`src/rtl/core/tcw_pkg.sv`:
```
// ----------------------------------------------------------------------------
// tcw_pkg
// Shared constants, codes and controller/datapath types for the text console
// writer.
// ----------------------------------------------------------------------------
package tcw_pkg;

   localparam int COLUMNS_DEFAULT = 80;
   localparam int ROWS_DEFAULT    = 25;

   localparam logic [7:0] NEWLINE_CODE      = 8'd10;
   localparam logic [7:0] DEFAULT_ATTR_INIT = 8'd15;

   typedef enum logic {
      OP_PUT  = 1'b0,
      OP_READ = 1'b1
   } op_type;

   typedef enum logic [2:0] {
      ST_CLEAR,
      ST_IDLE,
      ST_EXEC,
      ST_READ,
      ST_COPY_RD,
      ST_COPY_WR,
      ST_BLANK
   } state_type;

   typedef struct packed {
      logic load;
      logic exec;
      logic copy_rd;
      logic copy_wr;
      logic blank;
      logic finish_read;
      logic finish_put;
   } ctrl_cmd_type;

   typedef struct packed {
      logic is_read;
      logic need_scroll;
      logic copy_last;
      logic blank_last;
   } ctrl_status_type;

endpackage

```
`src/rtl/core/tcw_ctrl.sv`:
```
// ----------------------------------------------------------------------------
// tcw_ctrl
// Sequencer for the text console writer: screen clear after reset, request
// execution, read return and the cell-by-cell scroll copy and blank.
// ----------------------------------------------------------------------------
module tcw_ctrl (
   input  logic                     clock,
   input  logic                     reset,
   input  logic                     start,
   output logic                     busy,
   input  tcw_pkg::ctrl_status_type status,
   output tcw_pkg::ctrl_cmd_type    cmd
);

   tcw_pkg::state_type state_ff;
   tcw_pkg::state_type state_in;

   always_ff @(posedge clock) begin
      if (reset) begin
         state_ff <= tcw_pkg::ST_CLEAR;
      end else begin
         state_ff <= state_in;
      end
   end

   always_comb begin
      state_in = state_ff;
      cmd      = '0;
      busy     = 1'b1;
      unique case (state_ff)
         tcw_pkg::ST_CLEAR: begin
            cmd.blank = 1'b1;
            if (status.blank_last) begin
               state_in = tcw_pkg::ST_IDLE;
            end
         end
         tcw_pkg::ST_IDLE: begin
            busy = 1'b0;
            if (start) begin
               cmd.load = 1'b1;
               state_in = tcw_pkg::ST_EXEC;
            end
         end
         tcw_pkg::ST_EXEC: begin
            cmd.exec = 1'b1;
            priority if (status.is_read) begin
               state_in = tcw_pkg::ST_READ;
            end else if (status.need_scroll) begin
               state_in = tcw_pkg::ST_COPY_RD;
            end else begin
               cmd.finish_put = 1'b1;
               state_in       = tcw_pkg::ST_IDLE;
            end
         end
         tcw_pkg::ST_READ: begin
            cmd.finish_read = 1'b1;
            state_in        = tcw_pkg::ST_IDLE;
         end
         tcw_pkg::ST_COPY_RD: begin
            cmd.copy_rd = 1'b1;
            state_in    = tcw_pkg::ST_COPY_WR;
         end
         tcw_pkg::ST_COPY_WR: begin
            cmd.copy_wr = 1'b1;
            state_in    = status.copy_last ? tcw_pkg::ST_BLANK : tcw_pkg::ST_COPY_RD;
         end
         tcw_pkg::ST_BLANK: begin
            cmd.blank = 1'b1;
            if (status.blank_last) begin
               cmd.finish_put = 1'b1;
               state_in       = tcw_pkg::ST_IDLE;
            end
         end
         default: begin
            state_in = tcw_pkg::ST_IDLE;
         end
      endcase
   end

endmodule

```
`config.mk`:
```
export PLATFORM = sky130hd
export DESIGN_NAME = tcw_ctrl
export DESIGN_NICKNAME = d
export VERILOG_FILES = /design/src/rtl/core/tcw_pkg.sv /design/src/rtl/core/tcw_ctrl.sv
export SDC_FILE = /design/constraint.sdc
export NUM_CORES = 1
export LEC_CHECK = 0
export ABC_AREA = 1
export BUFFER_PORTS_ARGS = -buffer_cell sky130_fd_sc_hd__buf_2
export CAP_MARGIN = 0
export CORE_AREA = 3 3 40 42
export CTS_CLUSTER_SIZE = 24
export DETAILED_ROUTE_END_ITERATION = 8
export DIE_AREA = 0 0 43 45
export PLACE_DENSITY = 0.5
export SETUP_SLACK_MARGIN = 0.15
export SLEW_MARGIN = 20
export SYNTH_ARGS = -nofsm -noshare
export SYNTH_HDL_FRONTEND = slang
export SYNTH_SLANG_ARGS = --single-unit
```
`constraint.sdc`:
```
create_clock -name clock -period 1.4 [get_ports clock]
set_clock_uncertainty 0.05 [all_clocks]
set_input_delay 0.28 -clock clock [delete_from_list [all_inputs] [get_ports clock]]
set_output_delay 0.28 -clock clock [all_outputs]
set_load 0.005 [all_outputs]
```
**After elaboration in Yosys (flattened, before gate mapping)**

Cells that the tools add are included.

- Bits in registers: 3
- Input port bits: 7

- Equal/unequal tests: 8
- Multiplexer cells: 18
- Reductions and logical operators: 3

Operator list:

| kind | count |
|---|---|
| 3-bit case mux with 5 select lines | 1 |
| 3-bit two-way mux | 4 |
| 1-bit two-way mux | 11 |
| 3-bit == test, second input constant | 3 |
| 3-bit by 2-bit == test with 1-bit output, second input constant | 2 |
| 3-bit by 1-bit == test with 1-bit output, second input constant | 1 |
| 3-bit zero test | 1 |
| 2-bit two-way mux | 1 |
| 2-bit by 1-bit inequality test with 1-bit output, second input constant | 1 |
| 2-bit inequality test, second input constant | 1 |
| 1-bit case mux with 2 select lines | 1 |
| 2-bit AND reduction | 1 |
| 2-bit OR reduction | 1 |

**Logic depth before layout (Yosys ltp)**

Gate-level depths: netlist (run 1).

- Depth in word-level cells: 4
- Mapped depth: 7

**Worst setup path after synthesis (run 1)**

Ideal clock, no wire load.

- Kind: register -> output
- Start point: register state_ff[1]
- End point: output cmd[0] in the netlist's numbering
- Arrival time: 0.824 ns
- Data required time: 1.070 ns
- Slack: 0.246 ns
- Cell stages (with the launch flop): 5
- Path buffers: 0
- Path through: dfxtp_1 -> inv_2 -> nor3_1 -> nand2_1 -> o21ai_0

RTL lines:

| item | line | text |
|---|---|---|
| start, declared | tcw_ctrl.sv:15 | `tcw_pkg::state_type state_ff;` |
| start signal, assigned | tcw_ctrl.sv:20 | `state_ff <= tcw_pkg::ST_CLEAR;` |
| start signal, assigned | tcw_ctrl.sv:22 | `state_ff <= state_in;` |
| end, declared | tcw_ctrl.sv:12 | `output tcw_pkg::ctrl_cmd_type cmd` |

==> metrics.txt, run 1 <==
Core Rows 13; Die X 43 microns; die height 45 microns; Routed WL 704 microns; top post-synthesis cells by count nor2_1, inv_1, nand2_1, nand3_1; failing checks setup timing; Crit path max-delay family flip-flops; routability cong. 0.732; Root Driver clkbuf_4; simple-gate area share of the yosys netlist 53.8%; Final period util 100%; Starting Density 19.0%; Syn-to-layout area delta 108%; final setup margin -0.00125 ns; WP data required 1.07 ns; Biggest register state_ff; Design Power 0.509 mW; sequential area share after synthesis 24.6%; initial antenna violation count 0; Startpoint Class flip-flop; critical path arrival 1.07 ns; grt ovf 0; wire length of the first global-routing pass 1060 microns; slowest CP cell dfxtp_4; Inserted Clock Buffers 3; number of flip-flops in the largest register 3; H-tree depth 1; Max Root-Sink Buffers 2; P_leak 0.275 nW; final worst path period need 1.40 ns; mux share of post-synthesis cell area 0%; f_max 714 MHz; Iter 0 DRT Violations 2; Final setup viols 1; die area 1940 sq um; Core Area 1280 sq um; Slew Viols, Final 0; Syn Area/Cell 5.30 sq um; Worst Path Max Fanout 6; adder-cell share of the synthesized area 0%; ys flop type dfxtp_1; Sequential Area 71.3 sq um; # clock sinks 3; Mapped Nets 53; Synth top area share 24.6%; largest family of logic cells by synthesized area simple AND/OR/NAND/NOR gates; Slew @ Worst Pin 0.140 ns; Slew Limit Headroom 90.6%; Synth cell types 10; Syn Inst Count 46; Regs by FF count state_ff x3; CTS tree done; YS warnings 0; max-cap violation count 0; Clk pin slew, worst setup/hold paths 0.04 ns; Synth Area in Compound Gates 6.15%; XOR/XNOR share of the synthesized area 0%; n_diodes 0; Clock Latency Late Sink 0.23 ns; fin util 39.4%; most frequent cell after synthesis nor2_1; #FFs+latches synth 3; leading area contributor after synthesis dfxtp_1; crit path kind flip-flop to output pin; vias in the first global route 290; largest net degree at the start of global routing 7; Largest stage delay, worst path 0.36 ns; Area after DPL 333 sq um; wire per inst 8.09 microns; final hold violation count 0; FILL cells 144; Nets 80; Critical Path, Cell by Cell inv_6 > nand2_4 > nor2_4 > inv_2 > nor2_1 > buf_2; Min-Delay Path Class input pin to flip-flop; Worst Path Buf+Inv 3; Via-to-Cell Ratio 3.83; Pwr Density 1000 nW/um^2; PortBufs 14; proportion of layout cells with a drive suffix above 1 61.1%; top area cells in the synthesized netlist dfxtp_1, nor2_1, nand3_1; setup TNS -0.00125 ns; vias after detailed routing 333; Post-Syn Area 244 sq um; status complete, but fails checks; fin area 507 sq um; HPWL after DPL 502 microns; # DRC 0; unrepaired setup endpoints after global routing yes; Post-synth EDFFs 0; Hold Worst Slack 0.172 ns; drt pass-1 iters 4; global-route usage over all layers 7.48%; share of flip-flops with an asynchronous set or reset 0%; crit end category output pin; VDD IR max 0.427 mV; area of the multi-input gates 190 sq um; hold buffers post-CTS 0; number of I/O pins 15; post-route ant nets 0
## cells by family (layout without fill, tap and decap cells)
group,count (synthesis),in the layout
compound gates,3,3
buf+inv,10,36
simple gates,30,30
flops,3,3
## repair_timing
action	CTS	global route
endpoints found under the setup margin	8	9
pin swaps	5	2
resized for setup	21	9
buffers inserted	7	1
## path summary, 6_finish.rpt
check | start | endpoint | slack, ns | depth (start not counted)
worst min-delay path | reset | state_ff[1]$_SDFFE_PP0P_ | 0.17 | 2
worst max register to register | state_ff[2]$_SDFFE_PP0P_ | state_ff[2]$_SDFFE_PP0P_ | 0.11 | 10
worst max-delay path | state_ff[1]$_SDFFE_PP0P_ | cmd[6] | -0.001 | 6
worst min register to register | state_ff[1]$_SDFFE_PP0P_ | state_ff[1]$_SDFFE_PP0P_ | 0.54 | 2
## routing by layer
metal / up-vias / global-route usage [%] / wire, microns
li1: 193 / - / -
met1: 129 / 8.63 / 323
met2: 11 / 12.6 / 327
met3: 0 / 1.20 / 53
met4: 0 / 5.42 / 0
met5: - / 0 / 0
## power by group
| group | switching [mW] | total, mW | internal, mW |
|---|---|---|---|
| clock | 0.0432 | 0.150 | 0.107 |
| combinational | 0.108 | 0.225 | 0.117 |
| sequential | 0.0320 | 0.134 | 0.102 |
## layout make-up
cell class                 count  share of cell area, %
clock buffer                   4                   5.19
sequential                     3                   14.1
timing repair buffer          22                   30.6
multi-input combinational     33                   37.5
tap                           15                   3.70
inverter                      10                   8.89
## per-stage QoR
stage	setup slack, ns	instances
6_report	-0.00125	87
3_5_place_dp	0.107	75
4_1_cts	-0.00196	86
2_1_floorplan	0.246	46
3_3_place_gp	0.0697	75
5_1_grt	-0.0507	87
## cell usage in the layout, fill, tap and decap left out, drive strengths merged
cell type / count
nand2: 10
dfxtp: 3
o21ai: 2
buf: 22
a21oi: 1
nor3: 2
nand3: 7
nor2: 11
clkbuf: 4
inv: 10
## worst reg2reg max path, delay by kind of cell (launching register included)
family	cells	cell delay, ns
buffers and inverters	7	0.56
DFF	1	0.41
and+or+nand+nor	3	0.21
Power figures use the tool's default switching activity.
==> run 2: changes to the inputs <==
PLACE_DENSITY = unset   (was 0.5)
==> run 2 against run 1 <==
Effect of this change:
- the flow now finishes without violations
- combinational power grew 14%
- sequential share of layout area grew 0.39 points
- global-route usage grew 1.3 points
- register-to-register slack gained 0.09 ns
- total power grew 6.3%
- final area shrank 2.7%
- highest routed layer unchanged
==> metrics.txt, run 2 (synthesized netlist as in run 1, its figures left out) <==
status complete, no violations; Clk pin slew, worst setup/hold paths 0.04 ns; die area 1940 sq um; Sequential Area 71.3 sq um; f_max 728 MHz; Startpoint Class flip-flop; number of I/O pins 15; routability cong. 0.747; die height 45 microns; Max Root-Sink Buffers 2; max-cap violation count 0; Biggest register state_ff; PortBufs 14; Final setup viols 0; # clock sinks 3; M1 WL 340 microns; Die X 43 microns; met2 WL 400 microns; top sig layer met3; unrepaired setup endpoints after global routing yes; Layout Cells excl Fill 86; CTS tree done; # DRC 0; Core Area 1280 sq um; wire length of the first global-routing pass 1260 microns; Nets 79; global-route usage over all layers 8.74%; Min-Delay Path Class input pin to flip-flop; Slew Limit Headroom 90.4%; slowest CP cell dfxtp_4; Design Power 0.541 mW; Crit path max-delay family flip-flops; drt pass-1 iters 2; Core Rows 13; final worst path period need 1.37 ns; Area after DPL 333 sq um; Worst Path Max Fanout 4; n_diodes 0; proportion of layout cells with a drive suffix above 1 57.7%; Iter 0 DRT Violations 4; Final period util 98.1%; H-tree depth 1; crit path kind flip-flop to output pin; final hold violation count 0; WP data required 1.07 ns; HPWL after DPL 532 microns; Via-to-Cell Ratio 4.20; dpl cells 75; Inserted Clock Buffers 3; Worst Path Buf+Inv 2; wire per inst 9.48 microns; Routed WL 815 microns; final setup margin 0.0272 ns; VDD IR max 0.521 mV; hold buffers post-CTS 0; Critical Path, Cell by Cell inv_2 > nand3_1 > o21ai_1 > buf_2; P_leak 0.271 nW; grt ovf 0; Clock Latency Late Sink 0.23 ns; largest net degree at the start of global routing 6; Pwr Density 1100 nW/um^2; met3 WL 74 microns; Slew Viols, Final 0; crit end category output pin; vias in the first global route 328; commonest non-fill, non-tap cell in the layout buf_2; initial antenna violation count 0; number of flip-flops in the largest register 3; Starting Density 19.0%; fin util 38.4%; Root Driver clkbuf_4; setup TNS 0 ns; FILL cells 151; fin area 493 sq um; critical path arrival 1.04 ns; Slew @ Worst Pin 0.143 ns; Largest stage delay, worst path 0.37 ns; most frequent cells in the layout buf_2, nor2_1, inv_1, nand3_1, nand2_1; Hold Worst Slack 0.166 ns; vias after detailed routing 361; post-route ant nets 0; DP Worst Slack 0.106 ns; area of the multi-input gates 198 sq um; Syn-to-layout area delta 102%; Regs by FF count state_ff x3
run 2: where the power goes:
part,internal (mW),switching (mW)
clock,0.107,0.0477
combinational,0.131,0.126
sequential,0.102,0.0274
run 2: repair_timing:
item | CTS | global route
pin swaps | 2 | 3
hold endpoints to repair | 0 | 0
setup endpoints to repair | 8 | 11
setup buffers | 6 | 1
resized for setup | 15 | 11
run 2: final cells by class:
class                   count  share of cell area (%)
multi-input cells          33                    40.1
repair buffers             21                    27.7
flip-flops and latches      3                    14.5
inverters                  10                    8.63
clock buffers               4                    5.33
well taps                  15                    3.81
run 2: path summary, 6_finish.rpt:
| kind | to | start | slack [ns] | cells past startpoint |
|---|---|---|---|---|
| max | cmd[0] | state_ff[0]$_SDFFE_PP0P_ | 0.03 | 4 |
| min | state_ff[0]$_SDFFE_PP0P_ | reset | 0.17 | 2 |
| max reg2reg | state_ff[2]$_SDFFE_PP0P_ | state_ff[1]$_SDFFE_PP0P_ | 0.20 | 9 |
| min reg2reg | state_ff[1]$_SDFFE_PP0P_ | state_ff[1]$_SDFFE_PP0P_ | 0.52 | 2 |
run 2: metal layers:
metal / up-vias / global-route usage (%)
met5: - / 0
met4: 0 / 3.61
met3: 0 / 4.38
met2: 14 / 14.1
met1: 156 / 9.88
li1: 191 / -
==> run 3: changes to the inputs <==
clock period = 1.6 ns   (was 1.4 ns; I/O delays follow)
==> run 3 against run 2 <==
Effect of this change:
- cell count shrank 4.7%
- worst hold slack improved by 0.046 ns
- total power down 25%
- global-route usage is 0.67 points lower
- register-to-register slack improved by 0.23 ns
- final area decreased by 14%
- first-iteration DRC count stayed put
- critical path depth is 1 higher
- core utilization decreased by 5.6 points
==> metrics.txt, run 3 (synthesized netlist as in run 1, its figures left out) <==
Starting Density 19.0%; Core Area 1280 sq um; largest net degree at the start of global routing 7; wire per inst 8.89 microns; GR Layer Usage met3 4.38%; clock power share 33.3%; Core Rows 13; Syn-to-layout area delta 72.8%; Startpoint Class flip-flop; wire length of the first global-routing pass 1160 microns; proportion of layout cells with a drive suffix above 1 49.3%; status complete, no violations; final hold violation count 0; switching portion of total power 37.2%; die height 45 microns; critical path arrival 1.06 ns; PortBufs 14; sequential fraction of design power 28.1%; # clock sinks 3; Regs by FF count state_ff x3; Clk pin slew, worst setup/hold paths 0.04 ns; Iter 0 DRT Violations 4; vias in the first global route 288; Nets 75; unrepaired setup endpoints after global routing yes; internal cell power 0.254 mW; # DRC 0; drt pass-1 iters 2; final worst path period need 1.43 ns; n_diodes 0; max-cap violation count 0; Slew Limit Headroom 90.1%; Final setup viols 0; HPWL after DPL 532 microns; Worst Path Max Fanout 5; Routed WL 729 microns; setup TNS 0 ns; Min-Delay Path Class input pin to flip-flop; Design Power 0.405 mW; Inserted Clock Buffers 3; initial antenna violation count 0; Clock Latency Late Sink 0.23 ns; Final period util 89.6%; Slew @ Worst Pin 0.147 ns; Top Usage Layer GRT met2; WP data required 1.23 ns; CTS tree done; global-route usage over all layers 8.08%; switching pwr 0.151 mW; Root Driver clkbuf_4; Die X 43 microns; Pwr Density 960 nW/um^2; routability cong. 0.748; fin util 32.8%; combinational share of power 38.6%; vias after detailed routing 338; met1 Use GR 10.4%; crit end category output pin; post-route ant nets 0; H-tree depth 1; Slew Viols, Final 0; f_max 698 MHz; Via-to-Cell Ratio 4.12; crit path kind flip-flop to output pin; grt ovf 0; number of flip-flops in the largest register 3; most frequent cells in the layout buf_2, nor2_1, inv_1, nand3_1, nand2_1; VDD IR max 0.423 mV; P_leak 0.240 nW; die area 1940 sq um; commonest non-fill, non-tap cell in the layout buf_2; number of I/O pins 15; Max Root-Sink Buffers 2; Biggest register state_ff; met2 Track Usage GR 11.1%
## run 3: area by class of cell
| class | instances | area (sq um) |
|---|---|---|
| timing repair buffer | 17 | 92.6 |
| sequential | 3 | 71.3 |
| multi-input combinational | 33 | 170 |
| tap | 15 | 18.8 |
| inverter | 10 | 42.5 |
| fill | 159 | 863 |
| clock buffer | 4 | 26.3 |
## run 3: worst paths after layout
check        slack, ns                        to  depth (start not counted)                      from
max               0.17                    cmd[2]                          5  state_ff[1]$_SDFFE_PP0P_
min               0.21  state_ff[1]$_SDFFE_PP0P_                          2                     reset
min reg2reg       0.52  state_ff[1]$_SDFFE_PP0P_                          2  state_ff[1]$_SDFFE_PP0P_
max reg2reg       0.43  state_ff[0]$_SDFFE_PP0P_                          8  state_ff[1]$_SDFFE_PP0P_
## run 3: routing by layer
metal  part of all wire (%)  vias up
li1                       -      183
met3                     12        0
met5                      0        -
met1                     44      141
met2                     45       14
met4                      0        0
## run 3: metrics by stage
step	cell area, sq um	hold slack [ns]	setup slack, ns	cells
finish	422	0.212	0.167	82
global route	422	0.217	0.0813	82
CTS	395	0.205	0.147	81
detailed placement	333	0.462	0.266	75
global placement	333	0.462	0.266	75
floorplan	244	0.339	0.406	46
## run 3: power by group through the flow
stage / sequential [mW] / clock, mW / combinational (mW)
after floorplan: 0.0992 / 0 / 0.0852
after global routing: 0.117 / 0.146 / 0.178
after detailed placement: 0.103 / 0 / 0.127
after global placement: 0.102 / 0 / 0.127
after CTS: 0.106 / 0.137 / 0.145
final: 0.114 / 0.135 / 0.156
## run 3: worst max-delay path: stages, from the launching register on
cell     delay [ns]
dfxtp_4        0.36
buf_4          0.14
nor2_2         0.09
nand2_2        0.05
nand2_2        0.07
buf_2          0.12
## run 3: repair_timing
item	CTS	global route
hold buffers	0	0
hold endpoints to repair	0	0
buffers inserted	2	1
pin swaps	1	1
gates resized for setup	9	7
endpoints found under the setup margin	4	5
